===== src/rtl/lfps_pkg.sv =====
package lfps_pkg;

    localparam int SENSOR_COUNT = 12;

    localparam logic [31:0] PERIOD_MS       = 32'd20;
    localparam logic [31:0] LOST_TIMEOUT_MS = 32'd700;
    localparam logic [3:0]  CROWD_COUNT     = 4'd6;
    localparam logic [6:0]  ERR_LIMIT       = 7'd110;
    localparam logic [6:0]  INT_LIMIT       = 7'd100;
    localparam logic [6:0]  INT_BAND        = 7'd80;
    localparam logic [6:0]  GAIN_DIV        = 7'd100;
    localparam logic [5:0]  HALF_MASK       = 6'h3F;

    localparam int DIVD_W = 17;
    localparam int DIVS_W = 7;

    // rounded-up reciprocals for the constant divides; with 24 fraction bits
    // the quotient is exact for every dividend below 2^17
    localparam int          RCP_SHIFT     = 24;
    localparam logic [17:0] RCP_GAIN_DIV  =
        18'(((1 << RCP_SHIFT) + int'(GAIN_DIV) - 1) / int'(GAIN_DIV));
    localparam logic [17:0] RCP_ERR_LIMIT =
        18'(((1 << RCP_SHIFT) + int'(ERR_LIMIT) - 1) / int'(ERR_LIMIT));

    typedef enum logic [3:0] {
        ST_IDLE, ST_CENT, ST_PID, ST_MI, ST_MD, ST_DTURN, ST_MS, ST_DSPD, ST_OUT
    } t_state;

    typedef enum logic [1:0] {ACT_SKIP = 2'd0, ACT_DRIVE = 2'd1, ACT_STOP = 2'd2} t_action;
    typedef enum logic [1:0] {LS_TRACK = 2'd0, LS_CROSS = 2'd1, LS_LOST = 2'd2} t_line;

    typedef enum logic [2:0] {
        REG_ENABLE, REG_GAIN_P, REG_GAIN_I, REG_GAIN_D,
        REG_BASE_SPEED, REG_MIN_SPEED, REG_LOST_SPEED, REG_TURN_LIMIT
    } t_cfg_reg;

    typedef struct packed {
        logic              start;
        logic [DIVD_W-1:0] dividend;
        logic [DIVS_W-1:0] divisor;
    } t_div_req;

    function automatic logic [2:0] pop6(input logic [5:0] v);
        logic [2:0] n;
        n = '0;
        for (int i = 0; i < 6; i++) begin
            n = n + {2'b0, v[i]};
        end
        return n;
    endfunction

    function automatic logic [3:0] pop12(input logic [SENSOR_COUNT-1:0] v);
        logic [3:0] n;
        n = '0;
        for (int i = 0; i < SENSOR_COUNT; i++) begin
            n = n + {3'b0, v[i]};
        end
        return n;
    endfunction

    // sum of sensor positions, odd weights from -11 to +11
    function automatic logic signed [6:0] centroid_sum(input logic [SENSOR_COUNT-1:0] v);
        logic signed [6:0] s;
        int w;
        s = '0;
        for (int i = 0; i < SENSOR_COUNT; i++) begin
            w = 2 * i - (SENSOR_COUNT - 1);
            if (v[i]) begin
                s = s + 7'(w);
            end
        end
        return s;
    endfunction

endpackage


===== src/rtl/line_follow_pid_steer.sv =====
// Channel  | Direction | Handshake              | Payload
// input    | in        | i_valid / o_stall      | i_sensor_bits, i_now_ms
// result   | out       | o_valid / i_stall      | o_action .. o_line_state
// config   | in        | i_cfg_valid / o_cfg_ready | i_cfg_index, i_cfg_data
//
// Skipped and lost samples go from acceptance straight to the output step.
// A tracked sample runs the 17-step serial centroid divide, then seven sequencer
// steps (PID, MI, MD, DTURN, MS, DSPD, OUT) that use the shared multiplier and
// reciprocal multiplier; a crowded sample needs no centroid divide.
// One sample is in work at a time; the result register frees the input side.
// Reset is synchronous, active low; config registers return to defaults.
// A stalled result holds; the sequencer waits in its output step until free.
module line_follow_pid_steer
    import lfps_pkg::*;
(
    input  logic                    i_clk,
    input  logic                    i_rst_n,
    input  logic                    i_valid,
    output logic                    o_stall,
    input  logic [SENSOR_COUNT-1:0] i_sensor_bits,
    input  logic [31:0]             i_now_ms,
    output logic                    o_valid,
    input  logic                    i_stall,
    output logic [1:0]              o_action,
    output logic [5:0]              o_forward_speed,
    output logic signed [6:0]       o_turn,
    output logic signed [7:0]       o_error_tenths,
    output logic [3:0]              o_active_count,
    output logic [1:0]              o_line_state,
    input  logic                    i_cfg_valid,
    output logic                    o_cfg_ready,
    input  logic [2:0]              i_cfg_index,
    input  logic [7:0]              i_cfg_data
);

    t_state r_state, n_state;

    logic       r_enable;
    logic [7:0] r_gain_p, r_gain_i, r_gain_d;
    logic [5:0] r_base_speed, r_min_speed, r_lost_speed, r_turn_limit;

    logic              r_run_next, r_lost_timing;
    logic [31:0]       r_last_run, r_lost_since;
    logic signed [7:0] r_last_error, r_prior_error, r_integral;
    logic signed [8:0] r_slope;
    logic signed [6:0] r_last_turn;

    logic              r_sign;
    logic signed [7:0] r_err;
    logic signed [17:0] r_acc;
    logic [16:0]       r_mag;

    logic [1:0]        r_res_action, r_res_line;
    logic [5:0]        r_res_speed;
    logic signed [6:0] r_res_turn;
    logic signed [7:0] r_res_error;
    logic [3:0]        r_res_count;

    logic              r_out_valid;
    logic [1:0]        r_o_action, r_o_line;
    logic [5:0]        r_o_speed;
    logic signed [6:0] r_o_turn;
    logic signed [7:0] r_o_error;
    logic [3:0]        r_o_count;

    logic              w_accept, w_out_free, w_skip, w_crowd_l, w_crowd_r;
    logic [3:0]        w_count;
    logic [2:0]        w_left, w_right;
    logic signed [6:0] w_sum;
    logic signed [9:0] w_sum10;
    logic [8:0]        w_sum_mag;
    logic [31:0]       w_elapsed;
    logic signed [6:0] w_lim, w_search_turn;
    logic [6:0]        w_err_mag;

    logic signed [9:0]  w_mul_x, w_mul_y;
    logic signed [19:0] w_prod;
    logic signed [17:0] w_acc_sum;

    logic [17:0]       w_rcp_k;
    logic [34:0]       w_rcp_prod;
    logic [10:0]       w_rcp_q;

    logic signed [8:0]  w_int_add, w_int_clamp, w_int_half;
    logic signed [10:0] w_dlt, w_dlt_half;

    logic [DIVD_W-1:0] w_quo;
    logic              w_div_done;
    t_div_req          w_div_req;
    logic [8:0]        w_cent_q;
    logic signed [7:0] w_cent_err;
    logic [5:0]        w_turn_mag;
    logic signed [6:0] w_turn;
    logic signed [7:0] w_spd_q, w_spd;

    lfps_div u_div (
        .i_clk      (i_clk),
        .i_rst_n    (i_rst_n),
        .i_req      (w_div_req),
        .o_done     (w_div_done),
        .o_quotient (w_quo)
    );

    // decode the incoming sample
    always_comb begin
        w_accept   = i_valid && !o_stall;
        w_out_free = !r_out_valid || !i_stall;
        w_skip     = !r_enable || (!r_run_next && ((i_now_ms - r_last_run) < PERIOD_MS));
        w_count    = pop12(i_sensor_bits);
        w_left     = pop6(i_sensor_bits[5:0] & HALF_MASK);
        w_right    = pop6(i_sensor_bits[11:6] & HALF_MASK);
        w_crowd_l  = (w_count >= CROWD_COUNT) && ({1'b0, w_left} > ({1'b0, w_right} + 4'd1));
        w_crowd_r  = (w_count >= CROWD_COUNT) && ({1'b0, w_right} > ({1'b0, w_left} + 4'd1));
        w_sum      = centroid_sum(i_sensor_bits);
        w_sum10    = {{3{w_sum[6]}}, w_sum} * 10'sd10;
        w_sum_mag  = w_sum10[9] ? 9'(-w_sum10) : w_sum10[8:0];
        w_elapsed  = r_lost_timing ? (i_now_ms - r_lost_since) : 32'd0;
        w_lim      = {1'b0, r_turn_limit};
        if (r_last_turn != 0) begin
            w_search_turn = (r_last_turn > 0) ? w_lim : -w_lim;
        end else begin
            w_search_turn = (r_last_error >= 0) ? -w_lim : w_lim;
        end
    end

    // select operands of the shared multiplier
    always_comb begin
        w_err_mag = r_err[7] ? 7'(-r_err) : r_err[6:0];
        case (r_state)
            ST_MI: begin
                w_mul_x = {2'b0, r_gain_i};
                w_mul_y = {{2{r_integral[7]}}, r_integral};
            end
            ST_MD: begin
                w_mul_x = {2'b0, r_gain_d};
                w_mul_y = {r_slope[8], r_slope};
            end
            ST_MS: begin
                w_mul_x = 10'({1'b0, r_base_speed}) - 10'({1'b0, r_min_speed});
                w_mul_y = {3'b0, w_err_mag};
            end
            default: begin
                w_mul_x = {2'b0, r_gain_p};
                w_mul_y = {{2{r_err[7]}}, r_err};
            end
        endcase
        w_prod    = w_mul_x * w_mul_y;
        w_acc_sum = r_acc + w_prod[17:0];
    end

    // divide the held magnitude by a constant through its reciprocal
    always_comb begin
        w_rcp_k    = (r_state == ST_DSPD) ? RCP_ERR_LIMIT : RCP_GAIN_DIV;
        w_rcp_prod = 35'(r_mag) * 35'(w_rcp_k);
        w_rcp_q    = w_rcp_prod[34:RCP_SHIFT];
    end

    // integral and filtered slope updates
    always_comb begin
        w_int_add = {r_integral[7], r_integral} + {r_err[7], r_err};
        if (w_int_add > $signed({2'b0, INT_LIMIT})) begin
            w_int_clamp = $signed({2'b0, INT_LIMIT});
        end else if (w_int_add < -$signed({2'b0, INT_LIMIT})) begin
            w_int_clamp = -$signed({2'b0, INT_LIMIT});
        end else begin
            w_int_clamp = w_int_add;
        end
        w_int_half = ({r_integral[7], r_integral} + {8'b0, r_integral[7]}) >>> 1;
        w_dlt      = 11'(r_err) - 11'(r_prior_error) - 11'(r_slope);
        w_dlt_half = (w_dlt + {10'b0, w_dlt[10]}) >>> 1;
    end

    // shape quotients into error, turn and speed
    always_comb begin
        w_cent_q   = (w_quo > 17'(ERR_LIMIT)) ? {2'b0, ERR_LIMIT} : w_quo[8:0];
        w_cent_err = r_sign ? -$signed(w_cent_q[7:0]) : $signed(w_cent_q[7:0]);
        w_turn_mag = (w_rcp_q > 11'(r_turn_limit)) ? r_turn_limit : w_rcp_q[5:0];
        w_turn     = r_sign ? $signed({1'b0, w_turn_mag}) : -$signed({1'b0, w_turn_mag});
        w_spd_q    = r_sign ? -$signed({2'b0, w_rcp_q[5:0]}) : $signed({2'b0, w_rcp_q[5:0]});
        w_spd      = $signed({2'b0, r_base_speed}) - w_spd_q;
        if (w_spd < $signed({2'b0, r_min_speed})) begin
            w_spd = $signed({2'b0, r_min_speed});
        end
    end

    // next state
    always_comb begin
        n_state = r_state;
        unique case (r_state)
            ST_IDLE: begin
                if (w_accept) begin
                    if (w_skip || w_count == '0) begin
                        n_state = ST_OUT;
                    end else if (w_crowd_l || w_crowd_r) begin
                        n_state = ST_PID;
                    end else begin
                        n_state = ST_CENT;
                    end
                end
            end
            ST_CENT:  if (w_div_done) n_state = ST_PID;
            ST_PID:   n_state = ST_MI;
            ST_MI:    n_state = ST_MD;
            ST_MD:    n_state = ST_DTURN;
            ST_DTURN: n_state = ST_MS;
            ST_MS:    n_state = ST_DSPD;
            ST_DSPD:  n_state = ST_OUT;
            ST_OUT:   if (w_out_free) n_state = ST_IDLE;
            default:  n_state = ST_IDLE;
        endcase
    end

    // sequencer outputs: divider launch and handshakes
    always_comb begin
        w_div_req = '0;
        unique case (r_state)
            ST_IDLE: begin
                w_div_req.start    = w_accept && !w_skip && (w_count != '0)
                                     && !w_crowd_l && !w_crowd_r;
                w_div_req.dividend = 17'(w_sum_mag);
                w_div_req.divisor  = {3'b0, w_count};
            end
            default: w_div_req = '0;
        endcase
        o_stall     = (r_state != ST_IDLE);
        o_cfg_ready = 1'b1;
    end

    always_ff @(posedge i_clk) begin
        r_state <= !i_rst_n ? ST_IDLE : n_state;
    end

    // config registers and controller state
    always_ff @(posedge i_clk) begin
        if (!i_rst_n) begin
            r_enable      <= 1'b0;
            r_gain_p      <= 8'd15;
            r_gain_i      <= 8'd0;
            r_gain_d      <= 8'd20;
            r_base_speed  <= 6'd10;
            r_min_speed   <= 6'd6;
            r_lost_speed  <= 6'd3;
            r_turn_limit  <= 6'd20;
            r_last_run    <= '0;
            r_run_next    <= 1'b0;
            r_lost_since  <= '0;
            r_lost_timing <= 1'b0;
            r_last_error  <= '0;
            r_prior_error <= '0;
            r_integral    <= '0;
            r_slope       <= '0;
            r_last_turn   <= '0;
        end else begin
            if (i_cfg_valid && o_cfg_ready) begin
                unique case (t_cfg_reg'(i_cfg_index))
                    REG_ENABLE: begin
                        r_enable      <= i_cfg_data[0];
                        r_run_next    <= i_cfg_data[0];
                        r_lost_timing <= 1'b0;
                        r_lost_since  <= '0;
                        r_last_error  <= '0;
                        r_prior_error <= '0;
                        r_integral    <= '0;
                        r_slope       <= '0;
                        r_last_turn   <= '0;
                    end
                    REG_GAIN_P:     r_gain_p     <= i_cfg_data;
                    REG_GAIN_I:     r_gain_i     <= i_cfg_data;
                    REG_GAIN_D:     r_gain_d     <= i_cfg_data;
                    REG_BASE_SPEED: r_base_speed <= i_cfg_data[5:0];
                    REG_MIN_SPEED:  r_min_speed  <= i_cfg_data[5:0];
                    REG_LOST_SPEED: r_lost_speed <= i_cfg_data[5:0];
                    REG_TURN_LIMIT: r_turn_limit <= i_cfg_data[5:0];
                    default: ;
                endcase
            end
            // take the sample time and track the lost timer
            if (r_state == ST_IDLE && w_accept && !w_skip) begin
                r_last_run <= i_now_ms;
                r_run_next <= 1'b0;
                if (w_count == '0) begin
                    if (!r_lost_timing) begin
                        r_lost_timing <= 1'b1;
                        r_lost_since  <= i_now_ms;
                    end
                end else begin
                    r_lost_timing <= 1'b0;
                    r_lost_since  <= '0;
                end
            end
            // advance the PID state
            if (r_state == ST_PID) begin
                r_integral    <= ((r_err[7] ? 7'(-r_err) : r_err[6:0]) < INT_BAND)
                                 ? w_int_clamp[7:0] : w_int_half[7:0];
                r_slope       <= r_slope + w_dlt_half[8:0];
                r_prior_error <= r_err;
                r_last_error  <= r_err;
            end
            if (r_state == ST_DTURN) begin
                r_last_turn <= w_turn;
            end
        end
    end

    // datapath and result registers
    always_ff @(posedge i_clk) begin
        unique case (r_state)
            ST_IDLE: begin
                r_sign <= w_sum[6];
                if (w_crowd_l) begin
                    r_err <= -$signed({1'b0, ERR_LIMIT});
                end else begin
                    r_err <= $signed({1'b0, ERR_LIMIT});
                end
                if (w_skip) begin
                    r_res_action <= ACT_SKIP;
                    r_res_error  <= '0;
                    r_res_count  <= '0;
                    r_res_line   <= LS_TRACK;
                    r_res_speed  <= '0;
                    r_res_turn   <= '0;
                end else if (w_count == '0) begin
                    r_res_count <= w_count;
                    r_res_line  <= LS_LOST;
                    r_res_error <= r_last_error;
                    if (w_elapsed > LOST_TIMEOUT_MS) begin
                        r_res_action <= ACT_STOP;
                        r_res_speed  <= '0;
                        r_res_turn   <= '0;
                    end else begin
                        r_res_action <= ACT_DRIVE;
                        r_res_speed  <= r_lost_speed;
                        r_res_turn   <= w_search_turn;
                    end
                end else begin
                    r_res_action <= ACT_DRIVE;
                    r_res_count  <= w_count;
                    r_res_line   <= (w_count >= CROWD_COUNT) ? LS_CROSS : LS_TRACK;
                    r_res_speed  <= '0;
                    r_res_turn   <= '0;
                end
            end
            ST_CENT: if (w_div_done) r_err <= w_cent_err;
            ST_PID: begin
                r_acc       <= w_prod[17:0];
                r_res_error <= r_err;
            end
            ST_MI: r_acc <= w_acc_sum;
            ST_MD: begin
                r_sign <= w_acc_sum[17];
                r_mag  <= w_acc_sum[17] ? 17'(-w_acc_sum) : w_acc_sum[16:0];
            end
            ST_DTURN: r_res_turn <= w_turn;
            ST_MS: begin
                r_sign <= w_prod[19];
                r_mag  <= w_prod[19] ? 17'(-w_prod) : w_prod[16:0];
            end
            ST_DSPD: r_res_speed <= w_spd[5:0];
            default: ;
        endcase
    end

    // output register: load when free, drop when taken
    always_ff @(posedge i_clk) begin
        if (!i_rst_n) begin
            r_out_valid <= 1'b0;
        end else if (r_state == ST_OUT && w_out_free) begin
            r_out_valid <= 1'b1;
        end else if (!i_stall) begin
            r_out_valid <= 1'b0;
        end
    end

    always_ff @(posedge i_clk) begin
        if (r_state == ST_OUT && w_out_free) begin
            r_o_action <= r_res_action;
            r_o_speed  <= r_res_speed;
            r_o_turn   <= r_res_turn;
            r_o_error  <= r_res_error;
            r_o_count  <= r_res_count;
            r_o_line   <= r_res_line;
        end
    end

    assign o_valid         = r_out_valid;
    assign o_action        = r_o_action;
    assign o_forward_speed = r_o_speed;
    assign o_turn          = r_o_turn;
    assign o_error_tenths  = r_o_error;
    assign o_active_count  = r_o_count;
    assign o_line_state    = r_o_line;

`ifndef SYNTHESIS
    a_skip_zero: assert property (@(posedge i_clk) disable iff (!i_rst_n)
        r_out_valid && r_o_action == ACT_SKIP |-> r_o_turn == 0 && r_o_speed == 0)
        else $error("skipped sample carries a command");
    a_lost_count: assert property (@(posedge i_clk) disable iff (!i_rst_n)
        r_out_valid && r_o_line == LS_LOST |-> r_o_count == 0)
        else $error("lost line with lit sensors");
    a_int_range: assert property (@(posedge i_clk) disable iff (!i_rst_n)
        r_integral <= 8'sd100 && r_integral >= -8'sd100)
        else $error("integral out of range");
    a_err_range: assert property (@(posedge i_clk) disable iff (!i_rst_n)
        r_out_valid |-> r_o_error <= 8'sd110 && r_o_error >= -8'sd110)
        else $error("error out of range");
`endif

endmodule


===== src/rtl/lfps_div.sv =====
module lfps_div
    import lfps_pkg::*;
(
    input  logic              i_clk,
    input  logic              i_rst_n,
    input  t_div_req          i_req,
    output logic              o_done,
    output logic [DIVD_W-1:0] o_quotient
);

    logic              r_busy;
    logic              r_done;
    logic [4:0]        r_cnt;
    logic [DIVS_W-1:0] r_rem;
    logic [DIVS_W-1:0] r_div;
    logic [DIVD_W-1:0] r_quo;
    logic [DIVS_W:0]   w_rem_sh;
    logic              w_ge;
    logic [DIVS_W:0]   w_rem_sub;

    // one restoring step: shift in next dividend bit, try subtract
    always_comb begin
        w_rem_sh  = {r_rem, r_quo[DIVD_W-1]};
        w_ge      = w_rem_sh >= {1'b0, r_div};
        w_rem_sub = w_rem_sh - {1'b0, r_div};
    end

    always_ff @(posedge i_clk) begin
        if (!i_rst_n) begin
            r_busy <= 1'b0;
            r_done <= 1'b0;
            r_cnt  <= '0;
        end else begin
            r_done <= !i_req.start && r_busy && (r_cnt == '0);
            if (i_req.start) begin
                r_busy <= 1'b1;
                r_cnt  <= 5'(DIVD_W - 1);
            end else if (r_busy) begin
                r_cnt <= r_cnt - 5'd1;
                if (r_cnt == '0) begin
                    r_busy <= 1'b0;
                end
            end
        end
    end

    // payload path
    always_ff @(posedge i_clk) begin
        if (i_req.start) begin
            r_rem <= '0;
            r_div <= i_req.divisor;
            r_quo <= i_req.dividend;
        end else if (r_busy) begin
            r_rem <= w_ge ? w_rem_sub[DIVS_W-1:0] : w_rem_sh[DIVS_W-1:0];
            r_quo <= {r_quo[DIVD_W-2:0], w_ge};
        end
    end

    assign o_done     = r_done;
    assign o_quotient = r_quo;

endmodule


===== config.mk =====
export PLATFORM = sky130hd
export DESIGN_NAME = line_follow_pid_steer
export DESIGN_NICKNAME = d
export VERILOG_FILES = /design/src/rtl/lfps_pkg.sv /design/src/rtl/line_follow_pid_steer.sv /design/src/rtl/lfps_div.sv
export SDC_FILE = /design/constraint.sdc
export NUM_CORES = 2
export LEC_CHECK = 0
export ABC_AREA = 1
export BUFFER_PORTS_ARGS = -buffer_cell sky130_fd_sc_hd__buf_2
export CAP_MARGIN = 20
export CORE_ASPECT_RATIO = 2
export CORE_MARGIN = 2
export CORE_UTILIZATION = 32
export DETAILED_ROUTE_END_ITERATION = 12
export PLACE_DENSITY = 0.52
export SETUP_SLACK_MARGIN = 0.15
export SLEW_MARGIN = 10
export SYNTH_ARGS = -nofsm -noshare
export SYNTH_HDL_FRONTEND = slang
export SYNTH_SLANG_ARGS = --single-unit

===== constraint.sdc =====
create_clock -name i_clk -period 8.15 [get_ports i_clk]
set_input_delay 1.63 -clock i_clk [delete_from_list [all_inputs] [get_ports i_clk]]
set_output_delay 1.63 -clock i_clk [all_outputs]
set_load 0.02 [all_outputs]

==> flow_summary.yaml <==
place:
  portBuffers: 90
  globalplace.congestion: 0.940
  post_dp_cell_area_sq_um: 39800
  place_inst: 6462
  hpwl_um: 98600
critical_path:
  reg2reg_slack_ps: -140
  critPathSlowestCell: "fa_2"
  r2r_start: "r_state[3]"
  worst_ep_arrival_time_ps: 8630
  r2r_end: "r_res_speed[5]"
  cp-start-kind: "flop"
  cp-end-kind: "flop"
  critPathKind: "reg2reg"
  cp_data_required_time_ps: 8490
  rr_worst_depth: 43
  critPathMaxStageDelay_ps: 550
  cp_max_fo: 8
yosys:
  synthTopCellsByCount: "inv_1, nand2_1, nor2_1, ha_1, a21oi_1"
  ys_warn_count: 0
  ys_ff_latch: 289
  ys_seq_area_share_pct: 20.6
  synth_edf_count: 123
  syn_area_sq_um: 34100
  synth_cell_types: 62
  synth_area_per_cell_sq_um: 7.40
  yosysTopAreaCellShare_pct: 16.9
  syn_inst: 4609
  synth_area_leaders: "fa_1, ha_1, edfxtp_1"
  synthFlopType: "dfxtp_1"
  yosys.area.top_type: "fa_1"
  synthArstFlopShare_pct: 0
  synth.most_common_cell: "inv_1"
timing:
  tightest_slew_ps: 1300
  rsz0062_at_grt: "true"
  setup_ws_ps: -138
  min_period_over_period_pct: 102
  hold_viol: 0
  max_slew_margin_pct: 13.2
  max_freq_mhz: 121
  setup-violations-final: 6
  min_period_ps: 8290
  maxSlewViolCount: 0
  clock_skew_ps: 35.0
  fin_setup_tns_ps: -723
worst_hold_path:
  min_path_type: "reg2reg"
  hold_path_end: "o_action[1]"
  min_from: "r_res_action[1]"
  worstHoldPathCells: 0
final_layout:
  post-route-util_pct: 41.3
  nFillCells: 10864
  syn_to_final_growth_pct: 28.1
  seqCellArea_sq_um: 7030
  design_area_sq_um: 43700
  layout-drive-gt1-share_pct: 22.4
  multi_input_area_sq_um: 25400
  stdcell_count: 6627
  layout.nets: 5941
clock_tree:
  cts_tree: "built"
  htree_num_levels: 2
  hold_buffers: 0
  cts_num_sinks: 289
  clk_path_buf_depth: 3
  clk_latency_ps: 590
  cts_buffers: 36
  clk_pin_slew_worst_paths_ps: 70
  clock-root-buffer: "clkbuf_16"
die:
  ios: 92
  die_w_um: 235
  chipHeight_um: 466
  core-area_sq_um: 106000
  core.rowCount: 169
  die-area_sq_um: 109000
  initial_core_util_pct: 32.2
status:
  status: "complete, but fails checks"
  failed_checks: "setup timing"
detailed_routing:
  drc_errors: 0
  wl_per_cell_um: 18.0
  drt_iter0_drc: 1308
  num_vias: 32572
  drtPass1Iterations: 6
  drtAntennaViolNets: 0
  via_per_inst: 4.92
  wl_um: 119000
global_routing:
  grt_pass1_vias: 34670
  grt_use_total_pct: 21.7
  grt_overflow: 0
  grt_max_degree: 71
  grt_first_pass_wirelength_um: 184000
  antenna_found_initial: 10
job:
  drv_cap: 0
how the worst max path moves through the flow:
stage                     start                   to  slack, ps  cells past startpoint
2_1_floorplan  i_sensor_bits[0]  u_div.o_quotient[7]        150                     52
3_3_place_gp   i_sensor_bits[0]  u_div.o_quotient[7]       -520                     53
3_5_place_dp    r_base_speed[0]            r_mag[14]       -580                     46
4_1_cts              r_state[1]       r_res_speed[5]       -110                     42
5_1_grt              r_state[3]       r_res_speed[5]       -510                     46
6_report             r_state[3]       r_res_speed[5]       -140                     43
state kept, by name, indices dropped and copies added, names as in the netlist, 7 cells and up:
register,count
o_error_tenths,8
o_turn,7
r_acc,18
r_err,8
r_gain_d,8
r_gain_i,8
r_gain_p,8
r_integral,8
r_last_run,32
r_last_turn,7
r_lost_since,32
r_mag,17
r_prior_error,8
r_res_error,8
r_res_turn,7
r_slope,9
u_div.o_quotient,17
u_div.r_rem,7
area by class of cell:
cell class | count | area share (%)
multi-input combinational | 3345 | 58.1
sequential | 289 | 16.1
timing repair buffer | 641 | 11.1
inverter | 917 | 7.95
tap | 1368 | 3.91
clock buffer | 47 | 2.32
clock inverter | 19 | 0.501
antenna | 1 | 0.00572
kinds of logic (layout without fill, tap and decap cells):
logic type                 count (synthesis)  after routing  synth area share (%)
AOI/OAI and AO/OA                        792            792                  12.7
buffers and inverters                    994           1624                  11.0
adders and majority gates                651            651                  30.2
and+or+nand+nor                         1740           1740                  21.8
other                                      2             22                0.0220
DFF                                      289            289                  20.6
xor gates and xnor gates                 141            141                  3.66
per-stage QoR:
stage	hold WS (ps)	setup WS (ps)
final	424	-138
after global routing	432	-509
after floorplan	400	151
after detailed placement	405	-577
after global placement	403	-516
after CTS	429	-112
cells in the final DEF (no fill, tap or decap), drive strengths merged, types with 5 or more instances in the layout:
cell type,n
nand3b,18
xnor2,47
clkbuf,48
o31ai,15
conb,21
nor2,454
a21boi,6
nor3,67
nand2,889
o21ai,316
nand4,34
buf,639
a21oi,329
inv,913
a21o,15
a221oi,8
o211ai,17
nand3,236
dfxtp,166
edfxtp,123
fa,288
a211oi,5
o221ai,6
clkinv,15
or2,20
ha,363
o21bai,24
o21a,14
xor2,94
a31oi,21
nor4,12
timing repair:
action	4_1_cts	5_1_grt
endpoints found under the setup margin	42	48
gates resized for setup	190	279
pin swaps	96	182
setup buffers	60	35
gates cloned	2	1
layer usage:
metal	GRT usage, %	vias up	part of all wire [%]	routed length [um]
li1	-	15991	-	-
met1	18.0	15517	31	36500
met2	46.5	682	59	70700
met3	1.91	368	2.4	2920
met4	14.5	14	7.7	9170
met5	0	-	0.066	79
worst max-delay path: cells and delay by family, from the launching register on:
| kind | cells | cell delay, ps |
|---|---|---|
| DFF | 1 | 320 |
| and+or+nand+nor | 16 | 1720 |
| buffers and inverters | 10 | 880 |
| xor gates and xnor gates | 3 | 470 |
| AOI/OAI and AO/OA | 4 | 580 |
| adders and majority gates | 10 | 4070 |
Power is not shown: default switching activity piles up to over one toggle a cycle in this logic, so the estimate is an artifact.
